===== src/rtl/core/tcs_pkg.sv =====
// Shared types and constants for the tick scheduler.
package tcs_pkg;

  localparam int unsigned MaxTasksDef = 16;

  typedef enum logic [1:0] {
    PH_WAIT  = 2'd0,
    PH_READY = 2'd1,
    PH_IO    = 2'd2,
    PH_DONE  = 2'd3
  } phase_e;

  typedef enum logic [2:0] {
    POL_FCFS    = 3'd0,
    POL_SJF     = 3'd1,
    POL_SJF_P   = 3'd2,
    POL_PRIO    = 3'd3,
    POL_PRIO_P  = 3'd4,
    POL_RR      = 3'd5,
    POL_RSVD6   = 3'd6,
    POL_RSVD7   = 3'd7
  } policy_e;

  typedef enum logic [1:0] {
    REG_POLICY  = 2'd0,
    REG_QUANTUM = 2'd1,
    REG_TASKS   = 2'd2,
    REG_NONE    = 2'd3
  } reg_idx_e;

  typedef enum logic [1:0] {
    ST_IDLE  = 2'd0,
    ST_SCAN  = 2'd1,
    ST_FETCH = 2'd2,
    ST_EXEC  = 2'd3
  } state_e;

  // One task slot as held in the slot memory.
  typedef struct packed {
    logic [15:0] order_key;
    logic [7:0]  io_cnt;
    logic [7:0]  run_cnt;
    logic [7:0]  io_len;
    logic [7:0]  slice;
    logic [6:0]  prio;
    logic [7:0]  remaining;
    logic [7:0]  arrival;
  } task_rec_t;

  localparam int unsigned RecW = $bits(task_rec_t);

  // Result of the per-tick wakeup and arrival update of one slot.
  typedef struct packed {
    task_rec_t   rec;
    phase_e      phase;
    logic        ready;
    logic [15:0] key;
  } upd_res_t;

endpackage


===== src/rtl/core/tcs_ram.sv =====
// Generic single-write, single-read synchronous RAM with registered read data.
module tcs_ram #(
  parameter int unsigned Width = 8,
  parameter int unsigned Depth = 16
) (
  input  logic                     clk_i,
  input  logic                     we_i,
  input  logic [$clog2(Depth)-1:0] waddr_i,
  input  logic [Width-1:0]         wdata_i,
  input  logic [$clog2(Depth)-1:0] raddr_i,
  output logic [Width-1:0]         rdata_o
);

  logic [Width-1:0] mem_q [Depth];

  always_ff @(posedge clk_i) begin
    if (we_i) begin
      mem_q[waddr_i] <= wdata_i;
    end
    rdata_o <= mem_q[raddr_i];
  end

endmodule


===== src/rtl/core/tcs_upd.sv =====
// Per-slot tick update: i/o wakeup, arrival check and selection key.
module tcs_upd (
  input  tcs_pkg::task_rec_t rec_i,
  input  tcs_pkg::phase_e    phase_i,
  input  logic [15:0]        time_i,
  input  tcs_pkg::policy_e   policy_i,
  output tcs_pkg::upd_res_t  res_o
);

  always_comb begin
    res_o.rec   = rec_i;
    res_o.phase = phase_i;
    if (phase_i == tcs_pkg::PH_IO) begin
      if (rec_i.io_cnt == rec_i.io_len) begin
        res_o.rec.io_cnt    = 8'd0;
        res_o.phase         = tcs_pkg::PH_READY;
        res_o.rec.order_key = time_i;
      end else begin
        res_o.rec.io_cnt = rec_i.io_cnt + 8'd1;
      end
    end
    if (res_o.phase == tcs_pkg::PH_WAIT && {8'd0, rec_i.arrival} == time_i) begin
      res_o.phase         = tcs_pkg::PH_READY;
      res_o.rec.order_key = time_i;
    end
    res_o.ready = (res_o.phase == tcs_pkg::PH_READY);
    unique case (policy_i)
      tcs_pkg::POL_SJF, tcs_pkg::POL_SJF_P:   res_o.key = {8'd0, rec_i.remaining};
      tcs_pkg::POL_PRIO, tcs_pkg::POL_PRIO_P: res_o.key = {9'd0, rec_i.prio};
      default:                                res_o.key = res_o.rec.order_key;
    endcase
  end

endmodule


===== src/rtl/core/tick_cpu_scheduler.sv =====
// Top level of the per-tick task scheduler with six selection policies.
// A load beat with a valid slot is written to the slot memory in the idle state. A tick beat
// goes from its accept through a pass over the active slots of the slot memory, a read of the
// chosen slot, and a commit that also fills the output register. The commit waits while that
// register is full. Reset clears phases, time, holder, done count and registers to their defaults.
module tick_cpu_scheduler #(
  parameter int unsigned MAX_TASKS = tcs_pkg::MaxTasksDef
) (
  input  logic        clk_i,
  input  logic        rst_ni,
  // Configuration write port.
  input  logic        cfg_we_i,
  input  logic [1:0]  cfg_idx_i,
  input  logic [7:0]  cfg_data_i,
  // Command stream.
  input  logic        s_axis_tvalid_i,
  output logic        s_axis_tready_o,
  // tdata, low to high: slot[3:0], arrive_at[11:4], burst_len[19:12], prio[26:20],
  // run_slice[34:27], io_len[42:35], zero fill[47:43].
  input  logic [47:0] s_axis_tdata_i,
  // tuser: cmd (0 load, 1 tick).
  input  logic        s_axis_tuser_i,
  // Result stream.
  output logic        m_axis_tvalid_o,
  input  logic        m_axis_tready_i,
  // tdata, low to high: busy_res[0], run_slot[4:1], finished[5], blocked[6],
  // all_done[7], tick_time[23:8].
  output logic [23:0] m_axis_tdata_o
);

  localparam int unsigned IW = (MAX_TASKS > 1) ? $clog2(MAX_TASKS) : 1;
  localparam int unsigned NW = $clog2(MAX_TASKS + 1);

  // Configuration registers.
  tcs_pkg::policy_e policy_q;
  logic [7:0]       quantum_q;
  logic [4:0]       task_count_q;

  always_ff @(posedge clk_i or negedge rst_ni) begin
    if (!rst_ni) begin
      policy_q     <= tcs_pkg::POL_FCFS;
      quantum_q    <= 8'd4;
      task_count_q <= 5'd1;
    end else if (cfg_we_i) begin
      unique case (tcs_pkg::reg_idx_e'(cfg_idx_i))
        tcs_pkg::REG_POLICY:  policy_q     <= tcs_pkg::policy_e'(cfg_data_i[2:0]);
        tcs_pkg::REG_QUANTUM: quantum_q    <= cfg_data_i;
        tcs_pkg::REG_TASKS:   task_count_q <= cfg_data_i[4:0];
        default: ;
      endcase
    end
  end

  // Number of slots that take part in a tick.
  logic [NW-1:0] n_slots;
  always_comb begin
    if (32'(task_count_q) >= MAX_TASKS) n_slots = NW'(MAX_TASKS);
    else                                n_slots = NW'(task_count_q);
  end

  tcs_pkg::state_e state_q, state_d;

  tcs_pkg::phase_e phase_q [MAX_TASKS];
  logic [15:0]     time_q;
  logic            holder_valid_q;
  logic [IW-1:0]   holder_slot_q;
  logic [4:0]      done_count_q;

  // Scan pipeline: cnt_q issues reads, proc_q marks the slot whose data is back.
  logic [NW-1:0]   cnt_q;
  logic            proc_q;
  logic [IW-1:0]   proc_idx_q;
  logic            best_valid_q;
  logic [IW-1:0]   best_idx_q;
  logic [15:0]     best_key_q;
  logic            hold_rdy_q;
  logic            sel_valid_q;
  logic [IW-1:0]   sel_idx_q;

  logic            out_valid_q;
  logic [23:0]     out_data_q;

  // Slot memory.
  logic                ram_we;
  logic [IW-1:0]       ram_waddr, ram_raddr;
  tcs_pkg::task_rec_t  ram_wdata, ram_rdata;
  logic [tcs_pkg::RecW-1:0] ram_rbits;

  tcs_ram #(.Width(tcs_pkg::RecW), .Depth(2 ** IW)) u_ram (
    .clk_i   (clk_i),
    .we_i    (ram_we),
    .waddr_i (ram_waddr),
    .wdata_i (ram_wdata),
    .raddr_i (ram_raddr),
    .rdata_o (ram_rbits)
  );
  assign ram_rdata = tcs_pkg::task_rec_t'(ram_rbits);

  tcs_pkg::upd_res_t upd;
  tcs_upd u_upd (
    .rec_i    (ram_rdata),
    .phase_i  (phase_q[proc_idx_q]),
    .time_i   (time_q),
    .policy_i (policy_q),
    .res_o    (upd)
  );

  logic in_acc, is_load, load_ok, scan_done, out_free, preempt;
  logic [IW-1:0] load_idx;
  assign in_acc    = s_axis_tvalid_i && s_axis_tready_o;
  assign is_load   = !s_axis_tuser_i;
  assign load_ok   = (32'(s_axis_tdata_i[3:0]) < MAX_TASKS);
  assign load_idx  = IW'(s_axis_tdata_i[3:0]);
  assign scan_done = (cnt_q == n_slots) && !proc_q;
  assign out_free  = !out_valid_q || m_axis_tready_i;
  assign preempt   = (policy_q == tcs_pkg::POL_SJF_P) || (policy_q == tcs_pkg::POL_PRIO_P);

  // Candidate tracking folded with the slot being processed.
  logic          cand_take;
  logic          pick_valid;
  logic [IW-1:0] pick_idx;
  always_comb begin
    cand_take = proc_q && upd.ready && (!best_valid_q || upd.key < best_key_q);
    if (!preempt && holder_valid_q && hold_rdy_q) begin
      pick_valid = 1'b1;
      pick_idx   = holder_slot_q;
    end else begin
      pick_valid = best_valid_q;
      pick_idx   = best_idx_q;
    end
  end

  // Execution of the chosen slot.
  tcs_pkg::task_rec_t exe_rec;
  tcs_pkg::phase_e    exe_phase;
  logic               exe_fin, exe_blk;
  logic [7:0]         exe_lim, exe_rc;
  logic [4:0]         done_next;
  always_comb begin
    exe_rec   = ram_rdata;
    exe_phase = tcs_pkg::PH_READY;
    exe_fin   = 1'b0;
    exe_blk   = 1'b0;
    exe_lim   = (policy_q == tcs_pkg::POL_RR) ? quantum_q : ram_rdata.slice;
    exe_rc    = ram_rdata.run_cnt + 8'd1;
    exe_rec.run_cnt = exe_rc;
    if (ram_rdata.remaining <= 8'd1) begin
      exe_rec.remaining = 8'd0;
      exe_rec.run_cnt   = 8'd0;
      exe_phase         = tcs_pkg::PH_DONE;
      exe_fin           = 1'b1;
    end else begin
      exe_rec.remaining = ram_rdata.remaining - 8'd1;
      if (exe_rc == exe_lim) begin
        exe_rec.run_cnt = 8'd0;
        exe_rec.io_cnt  = 8'd0;
        exe_phase       = tcs_pkg::PH_IO;
        exe_blk         = 1'b1;
      end
    end
    done_next = done_count_q;
    if (sel_valid_q && exe_fin && done_count_q != 5'd31) done_next = done_count_q + 5'd1;
  end

  // Next state.
  always_comb begin
    state_d = state_q;
    unique case (state_q)
      tcs_pkg::ST_IDLE:  if (in_acc && !is_load) state_d = tcs_pkg::ST_SCAN;
      tcs_pkg::ST_SCAN:  if (scan_done) state_d = tcs_pkg::ST_FETCH;
      tcs_pkg::ST_FETCH: state_d = tcs_pkg::ST_EXEC;
      tcs_pkg::ST_EXEC:  if (out_free) state_d = tcs_pkg::ST_IDLE;
      default:           state_d = tcs_pkg::ST_IDLE;
    endcase
  end

  // Memory port control.
  always_comb begin
    ram_we    = 1'b0;
    ram_waddr = proc_idx_q;
    ram_wdata = upd.rec;
    ram_raddr = cnt_q[IW-1:0];
    s_axis_tready_o = 1'b0;
    unique case (state_q)
      tcs_pkg::ST_IDLE: begin
        s_axis_tready_o = 1'b1;
        ram_we    = in_acc && is_load && load_ok;
        ram_waddr = load_idx;
        ram_wdata = '{order_key: 16'd0, io_cnt: 8'd0, run_cnt: 8'd0,
                      io_len: s_axis_tdata_i[42:35], slice: s_axis_tdata_i[34:27],
                      prio: s_axis_tdata_i[26:20], remaining: s_axis_tdata_i[19:12],
                      arrival: s_axis_tdata_i[11:4]};
      end
      tcs_pkg::ST_SCAN: begin
        ram_we = proc_q;
      end
      tcs_pkg::ST_FETCH: begin
        ram_raddr = sel_idx_q;
      end
      tcs_pkg::ST_EXEC: begin
        ram_we    = out_free && sel_valid_q;
        ram_waddr = sel_idx_q;
        ram_wdata = exe_rec;
        ram_raddr = sel_idx_q;
      end
      default: ;
    endcase
  end

  always_ff @(posedge clk_i or negedge rst_ni) begin
    if (!rst_ni) begin
      state_q        <= tcs_pkg::ST_IDLE;
      for (int i = 0; i < MAX_TASKS; i++) phase_q[i] <= tcs_pkg::PH_WAIT;
      time_q         <= 16'd0;
      holder_valid_q <= 1'b0;
      holder_slot_q  <= '0;
      done_count_q   <= 5'd0;
      cnt_q          <= '0;
      proc_q         <= 1'b0;
      proc_idx_q     <= '0;
      best_valid_q   <= 1'b0;
      best_idx_q     <= '0;
      best_key_q     <= 16'd0;
      hold_rdy_q     <= 1'b0;
      sel_valid_q    <= 1'b0;
      sel_idx_q      <= '0;
      out_valid_q    <= 1'b0;
      out_data_q     <= 24'd0;
    end else begin
      state_q <= state_d;
      // The result beat leaves unless the commit refills the register on the same edge.
      if (m_axis_tready_i && !(state_q == tcs_pkg::ST_EXEC && out_free)) begin
        out_valid_q <= 1'b0;
      end
      unique case (state_q)
        tcs_pkg::ST_IDLE: begin
          cnt_q        <= '0;
          proc_q       <= 1'b0;
          best_valid_q <= 1'b0;
          hold_rdy_q   <= 1'b0;
          if (in_acc && is_load && load_ok) begin
            // A reload takes back a finished task and drops it as holder.
            if (phase_q[load_idx] == tcs_pkg::PH_DONE && done_count_q != 5'd0) begin
              done_count_q <= done_count_q - 5'd1;
            end
            if (holder_valid_q && holder_slot_q == load_idx) holder_valid_q <= 1'b0;
            phase_q[load_idx] <= tcs_pkg::PH_WAIT;
          end
        end
        tcs_pkg::ST_SCAN: begin
          if (cnt_q != n_slots) begin
            proc_q     <= 1'b1;
            proc_idx_q <= cnt_q[IW-1:0];
            cnt_q      <= cnt_q + NW'(1);
          end else begin
            proc_q <= 1'b0;
          end
          if (proc_q) begin
            phase_q[proc_idx_q] <= upd.phase;
            if (proc_idx_q == holder_slot_q) hold_rdy_q <= upd.ready;
          end
          if (cand_take) begin
            best_valid_q <= 1'b1;
            best_idx_q   <= proc_idx_q;
            best_key_q   <= upd.key;
          end
          if (scan_done) begin
            sel_valid_q <= pick_valid;
            sel_idx_q   <= pick_idx;
          end
        end
        tcs_pkg::ST_FETCH: ;
        tcs_pkg::ST_EXEC: begin
          if (out_free) begin
            if (sel_valid_q) begin
              phase_q[sel_idx_q] <= exe_phase;
              holder_valid_q     <= !exe_fin && !exe_blk;
              holder_slot_q      <= sel_idx_q;
            end else begin
              holder_valid_q <= 1'b0;
            end
            done_count_q <= done_next;
            out_valid_q  <= 1'b1;
            out_data_q   <= {time_q,
                             done_next >= task_count_q,
                             sel_valid_q && exe_blk,
                             sel_valid_q && exe_fin,
                             sel_valid_q ? 4'(sel_idx_q) : 4'd0,
                             sel_valid_q};
            time_q       <= time_q + 16'd1;
          end
        end
        default: ;
      endcase
    end
  end

  assign m_axis_tvalid_o = out_valid_q;
  assign m_axis_tdata_o  = out_data_q;

endmodule

===== config.mk =====
export PLATFORM = sky130hd
export DESIGN_NAME = tick_cpu_scheduler
export DESIGN_NICKNAME = d
export VERILOG_FILES = /design/src/rtl/core/tcs_pkg.sv /design/src/rtl/core/tcs_ram.sv /design/src/rtl/core/tcs_upd.sv /design/src/rtl/core/tick_cpu_scheduler.sv
export SDC_FILE = /design/constraint.sdc
export NUM_CORES = 2
export LEC_CHECK = 0
export ABC_AREA = 1
export ABC_CLOCK_PERIOD_IN_PS = 11500
export BUFFER_PORTS_ARGS = -buffer_cell sky130_fd_sc_hd__buf_4
export CAP_MARGIN = 20
export CORE_MARGIN = 8
export CORE_UTILIZATION = 55
export CTS_CLUSTER_DIAMETER = 150
export CTS_CLUSTER_SIZE = 10
export DETAILED_ROUTE_END_ITERATION = 10
export PLACE_DENSITY = 0.7
export SYNTH_ARGS = -nofsm -noshare
export SYNTH_HDL_FRONTEND = slang
export SYNTH_HIERARCHICAL = 1
export SYNTH_SLANG_ARGS = --single-unit

===== constraint.sdc =====
create_clock -name clk_i -period 11.5 [get_ports clk_i]
set_input_delay 0.575 -clock clk_i [delete_from_list [all_inputs] [get_ports clk_i]]
set_output_delay 0.575 -clock clk_i [all_outputs]
set_load 0.05 [all_outputs]

# After elaboration in Yosys (flattened, before gate mapping)
# Memory sizes are Yosys's and may differ from the RTL's. A register that Yosys moved wholly into a read port is not among the register bits.
# Cells that the tools add are included.
# Widths: inputs -> output; s select.
word_totals:
  register_bits: 138
  ramBits: 1136
  output_inout_bits: 26
  n_memories: 1
op_classes:
  addsub: 7
  n_lt_le_gt_ge: 10
  n_eq_ne: 32
  mux: 74
  bitwise: 5
  reduce_logical: 57
mem_list:
  columns: ["memory", "depth", "width", "rd", "rd_clocked_by_memory_dff", "write_ports", "line", "rtl"]
  rows:
  - ["u_ram.mem_q", 16, 71, 1, 1, 1, "tcs_ram.sv:14", "logic [Width-1:0] mem_q [Depth];"]
op_table:
  columns: ["op", "count"]
  rows:
  - ["$pmux 71 s2", 1]
  - ["$mux 32", 4]
  - ["$pmux 32 s3", 1]
  - ["$bwmux 32", 2]
  - ["$mux 16", 3]
  - ["$mux 8", 5]
  - ["$and 32x32->32", 1]
  - ["$not 32->32", 1]
  - ["$pmux 16 s2", 1]
  - ["$mux 2", 15]
  - ["$mux 5", 6]
  - ["$demux 2 s4", 3]
  - ["$mux 24", 1]
  - ["$ne 2x2->1 const B", 11]
  - ["$logic_and 1x1->1", 21]
  - ["$ge 5x5->1 const B", 4]
  - ["$pmux 5 s2", 2]
  - ["$mux 1", 18]
  - ["$reduce_and 2->1", 9]
  - ["$add 16x1->16 const B", 1]
  - ["$add 8x1->8 const B", 2]
  - ["$bmux 2 s4", 2]
  - ["$eq 8x16->1", 1]
  - ["$eq 8x8->1", 2]
  - ["other kinds (32)", 68]

# Logic depth before layout (Yosys ltp)
depth:
  depth_word: 15
  mapped_depth: 28
  ltp_nobuf: 25

# Cells and area by module
# The synthesis kept the hierarchy.
modules_own_cells:
  columns: ["mod", "instances", "cells_per_inst", "area_each_um2", "seq_area_each_um2"]
  rows:
  - ["tcs_ram", 1, 4667, 49872.8, 35534.1]
  - ["tick_cpu_scheduler", 1, 1652, 10791.6, 3455.8]
  - ["tcs_upd", 1, 287, 1604.0, 0.0]

# Worst setup path before layout
# No wires, ideal clock.
synth_timing:
  path_type: "register -> register"
  start: "register state_q[0]"
  end: "memory u_ram/mem_q[12][0] in the netlist's numbering, enable pin"
  t_arrival_ps: 5001
  required_time_ps: 10999
  path_slack_ps: 5998
  stages_incl_launch_ff: 9
  path_buffers: 2
  synth_period_minus_slack_ps: 5502
  path_cell_list: "dfrtp_1 -> inv_1 -> ha_1 -> buf_2 -> buf_1 -> a31oi_1 -> a21oi_1 -> nand3_1 -> nor2_1"
synth_via:
  elab_chain_len: 7
  word_cells_on_any_way: 10
  cone_classes: "eq/ne: 2; mux: 5; reduce/logical: 3"
synth_rtl:
  columns: ["element", "line", "rtl"]
  rows:
  - ["from (decl)", "tick_cpu_scheduler.sv:61", "tcs_pkg::state_e state_q, state_d;"]
  - ["from (signal assigned)", "tick_cpu_scheduler.sv:212", "state_q <= tcs_pkg::ST_IDLE;"]
  - ["from (signal assigned)", "tick_cpu_scheduler.sv:230", "state_q <= state_d;"]
  - ["$logic_not 2->1", "tick_cpu_scheduler.sv:184", "unique case (state_q)"]
  - ["$mux 1", "tick_cpu_scheduler.sv:184", null]
  - ["via s_axis_tready_o", "tick_cpu_scheduler.sv:17", "output logic s_axis_tready_o,"]
  - ["$logic_and 1x1->1", "tick_cpu_scheduler.sv:110", "assign in_acc = s_axis_tvalid_i && s_axis_tready_o;"]
  - ["$logic_and 1x1->1", "tick_cpu_scheduler.sv:187", "ram_we = in_acc && is_load && load_ok;"]
  - ["$pmux 1 s3", "tick_cpu_scheduler.sv:184", null]
  - ["via ram_we", "tick_cpu_scheduler.sv:84", "logic ram_we;"]
  - ["$mux 1", "tcs_ram.sv:17", "if (we_i) begin"]
  - ["$mux 1 (implied by the code)", "tcs_ram.sv:18", "mem_q[waddr_i] <= wdata_i;"]
  - ["to (decl)", "tcs_ram.sv:14", null]
# The timed path passes the listed nets, and every way through them passes these cells.

# Worst setup path in the final report
layout_timing:
  start: "register state_q[0]"
  end: "register u_ram.rdata_o[29] (read register of u_ram.mem_q)"
layout_via:
  elab_chain_len: 3
  word_cells_on_any_way: 4
  cone_classes: "eq/ne: 2; mux: 1; reduce/logical: 1"
layout_rtl:
  columns: ["element", "line", "rtl"]
  rows:
  - ["$eq 2x2->1", "tick_cpu_scheduler.sv:184", null]
  - ["$reduce_or 2->1 (no source line) (*)", null, null]
  - ["$mux 4 (*)", "tick_cpu_scheduler.sv:184", null]
  - ["via ram_raddr[0]", "tick_cpu_scheduler.sv:85", "logic [IW-1:0] ram_waddr, ram_raddr;"]
  - ["to (decl)", "tcs_ram.sv:11", "output logic [Width-1:0] rdata_o"]
# Mark *: on every way through the listed nets, which the timed path passes. The rest lies on a longest branch.
# A chain may end at the register's enable or synchronous reset.

==> run metrics <==
endpoints failing setup 0; worst setup path startpoint state_q[0]$_DFFE_PN0P_; asr flop ratio synth 10.3%; vias in the first global route 43300; cts bufs inserted 152; CTS tree done; Fin Setup TNS 0 ps; worst r2r path cells 13; Reg area 0.0390 mm^2; Port Buffer Count 84; worst slew pin tran 1190 ps; largest net degree at the start of global routing 163; Core Region 0.112 mm^2; clk sinks 1345; clk_skew 40.8 ps; PwrDens 281 mW/mm^2; number of nets in the layout 6672; Std-Cell Rows 123; Cell Area, Synth 0.0623 mm^2; chip width 352 um; delay of the slowest critical-path stage 860 ps; final period utilization 53.2%; Crit Path Class flip-flop to flip-flop; Final Slew Violations 0; Worst slew margin 20.3%; WP buf/inv 4; Ys Warns 6; Avg Cell Area, Syn 9.43 um^2; FF-to-FF End u_ram/rdata_o[29]$_DFF_P_; cell chain of the critical path ha_1, nor2_1, nand2_1, o21ai_4, buf_4, buf_4, buf_4, buf_4, nand2_1, nand3_1, nand3_1, nand3_1, nand2_1; post_cts resized 0; startpoint types flip-flop; max-capacitance violation count 0; Final ANT Viol Nets 0; postcts setup bufs 0; commonest cells in the netlist nand2_1, edfxtp_1, inv_1, nand3_1, nor2_1; post-layout util 60.8%; gr usage total 26.0%; hpwl dp 89800 um; largest family of logic cells by synthesized area simple AND/OR/NAND/NOR gates; Initial Util 55.4%; most frequent cell after synthesis nand2_1; area leader, netlist edfxtp_1; CP delay by family, top buffers and inverters; Primary FF master, synth edfxtp_1; routed wire length 166000 um; register area share after synthesis 62.6%; xor/xnor share of the synthesized area 0.534%; Root Buffer clkbuf_16; Worst EP arrival 6730 ps; Final GP Congestion 0.921; status finished clean; Post-synth EDFFs 1136; top cell type's share of synthesized area 54.8%; vias 45600; CP Max Fanout 83; worst r2r src state_q[0]$_DFFE_PN0P_; Compound-Gate Fraction of Synth Area 3.12%; total global routing overflow 0; kind of end point of the critical path flip-flop; Fillers 9054; fin crit period 6110 ps; CTS clock-pin slew for the worst setup and hold paths 60 ps; DIE AREA 0.124 mm^2; mux contribution to synthesized area 0.0362%; Worst EP required 12120 ps; clock insertion delay at the later pin of the skew report 760 ps; fmax 164 MHz; drt wl/cell 20.3 um; maximum level of the CTS H-tree 4; RSZ-0062 raised after global routing false; final hold viol count 0; post-route DRC violation count 0; area of the multi-input gates 0.0173 mm^2; CP max stage cell buf_4; first drt pass iteration count 8; Via density 5.56; initial antenna violation count 0; Worst path most repeated cell buf_4; Synth Register Bits 1345; Post-Synthesis Cells 6606; Pleak 0.0296 uW; share of cells above drive strength 1 6.56%; CP endpoint u_ram/rdata_o[29]$_DFF_P_; number of I/O pins 90; R2R setup slack 5390 ps; area grow syn2layout 9.62%; clk buf depth 3; total power 19200 uW; maximum VDD drop 0.280 mV; die height 352 um; DR iter-0 viols 5080; Crit path depth 13; ranking of synthesized cells by area edfxtp_1, nand2_1, nand3_1; synth unique cells 56; post-synthesis simple-gate area fraction 23.2%; area share of fa/ha/maj cells after synthesis 0.683%; hold crit path type primary input to flip-flop; Net Count, Synth 6704; CTS Hold Bufs 1; first-pass GRT wire length 253000 um; Fin Hold WS 98.1 ps
[worst reg2reg max path: stages (launching register included)]
cell	delay, ps
dfrtp_1	420
ha_1	390
nor2_1	810
nand2_1	220
o21ai_4	220
buf_4	660
buf_4	910
buf_4	820
buf_4	880
nand2_1	190
nand3_1	120
nand3_1	80
nand3_1	190
nand2_1	80
[metrics by stage]
step	instances	worst slack (ps)	instance area, um^2
after CTS	8183	5500	68100
after global routing	8192	5050	68300
after floorplan	6606	6000	62300
after detailed placement	7910	5530	63800
after global placement	7908	5630	63700
final	8195	5390	68300
[cells by family (layout without fill, tap and decap cells)]
| kind of cell | count (synthesis) | after routing |
|---|---|---|
| DFF | 1345 | 1345 |
| AOI/OAI and AO/OA | 316 | 316 |
| and+or+nand+nor | 3378 | 3378 |
| other | 0 | 3 |
| muxes | 2 | 2 |
| xor gates and xnor gates | 38 | 38 |
| buffers and inverters | 1493 | 1579 |
| adders and majority gates | 34 | 34 |
[sequential cells by signal, summed over array words and instances (netlist names), 5 cells and up]
signal          count
u_ram/rdata_o      71
best_key_q         16
u_ram/mem_q      1136
m_axis_tdata_o     24
quantum_q           8
phase_q            32
task_count_q        5
time_q             16
done_count_q        5
cnt_q               5
[where the power goes]
group	total [uW]	internal [uW]	switching [uW]
clock	4360	2500	1850
combinational	7270	1950	5330
sequential	7520	7150	378
total	19200	11600	7560
[layout by cell type (no fill, tap or decap), drive strengths merged, types with 2 or more instances in the layout]
master,Yosys,final
o211ai,10,10
buf,267,169
dfrtp,136,136
dfstp,2,2
xor2,26,26
nand3,1016,1016
nand3b,13,13
a22o,17,17
nand4,35,35
o31ai,2,2
clkinv,1,4
mux2,2,2
a32o,7,7
nor3,77,77
o221ai,4,4
nor3b,2,2
a21oi,103,103
diode,0,3
a22oi,7,7
o21a,7,7
nand2,1994,1994
edfxtp,1136,1136
a211oi,31,31
o21ai,97,97
a31oi,3,3
dfxtp,71,71
nor2,229,229
inv,1136,1142
xnor2,12,12
ha,34,34
clkbuf,89,262
or2,2,2
o22ai,20,20
o21bai,3,3
and2,9,9
a221oi,2,2
[worst min path at each step]
stage	from	end	slack [ps]	depth (start not counted)
after floorplan	rst_ni	best_idx_q[0]$_DFFE_PN0P_	280	0
after global placement	best_key_q[10]$_DFFE_PN0P_	best_key_q[10]$_DFFE_PN0P_	450	2
after detailed placement	best_key_q[10]$_DFFE_PN0P_	best_key_q[10]$_DFFE_PN0P_	460	2
after CTS	cfg_data_i[5]	quantum_q[5]$_DFFE_PN0P_	60	2
after global routing	cfg_data_i[5]	quantum_q[5]$_DFFE_PN0P_	70	2
final	cfg_data_i[5]	quantum_q[5]$_DFFE_PN0P_	100	2
[layer usage]
metal  vias to the layer above  wire [um]  GRT usage, %
met5                         -          0             0
met3                       423      15500          4.24
met2                      2240      78500          42.7
met1                     21600      65900          34.6
li1                      21300          -             -
met4                         0       6320          10.6
[cell type report]
type	instances	share of cell area, %
Tap cell	1500	2.75
Antenna cell	3	0.0110
Multi-Input combinational cell	3768	25.4
Sequential cell	1345	57.1
Clock buffer	262	6.24
Inverter	1137	6.29
Timing Repair Buffer	170	2.01
Clock inverter	10	0.176
No activity file was read; power rests on OpenSTA's default activity.
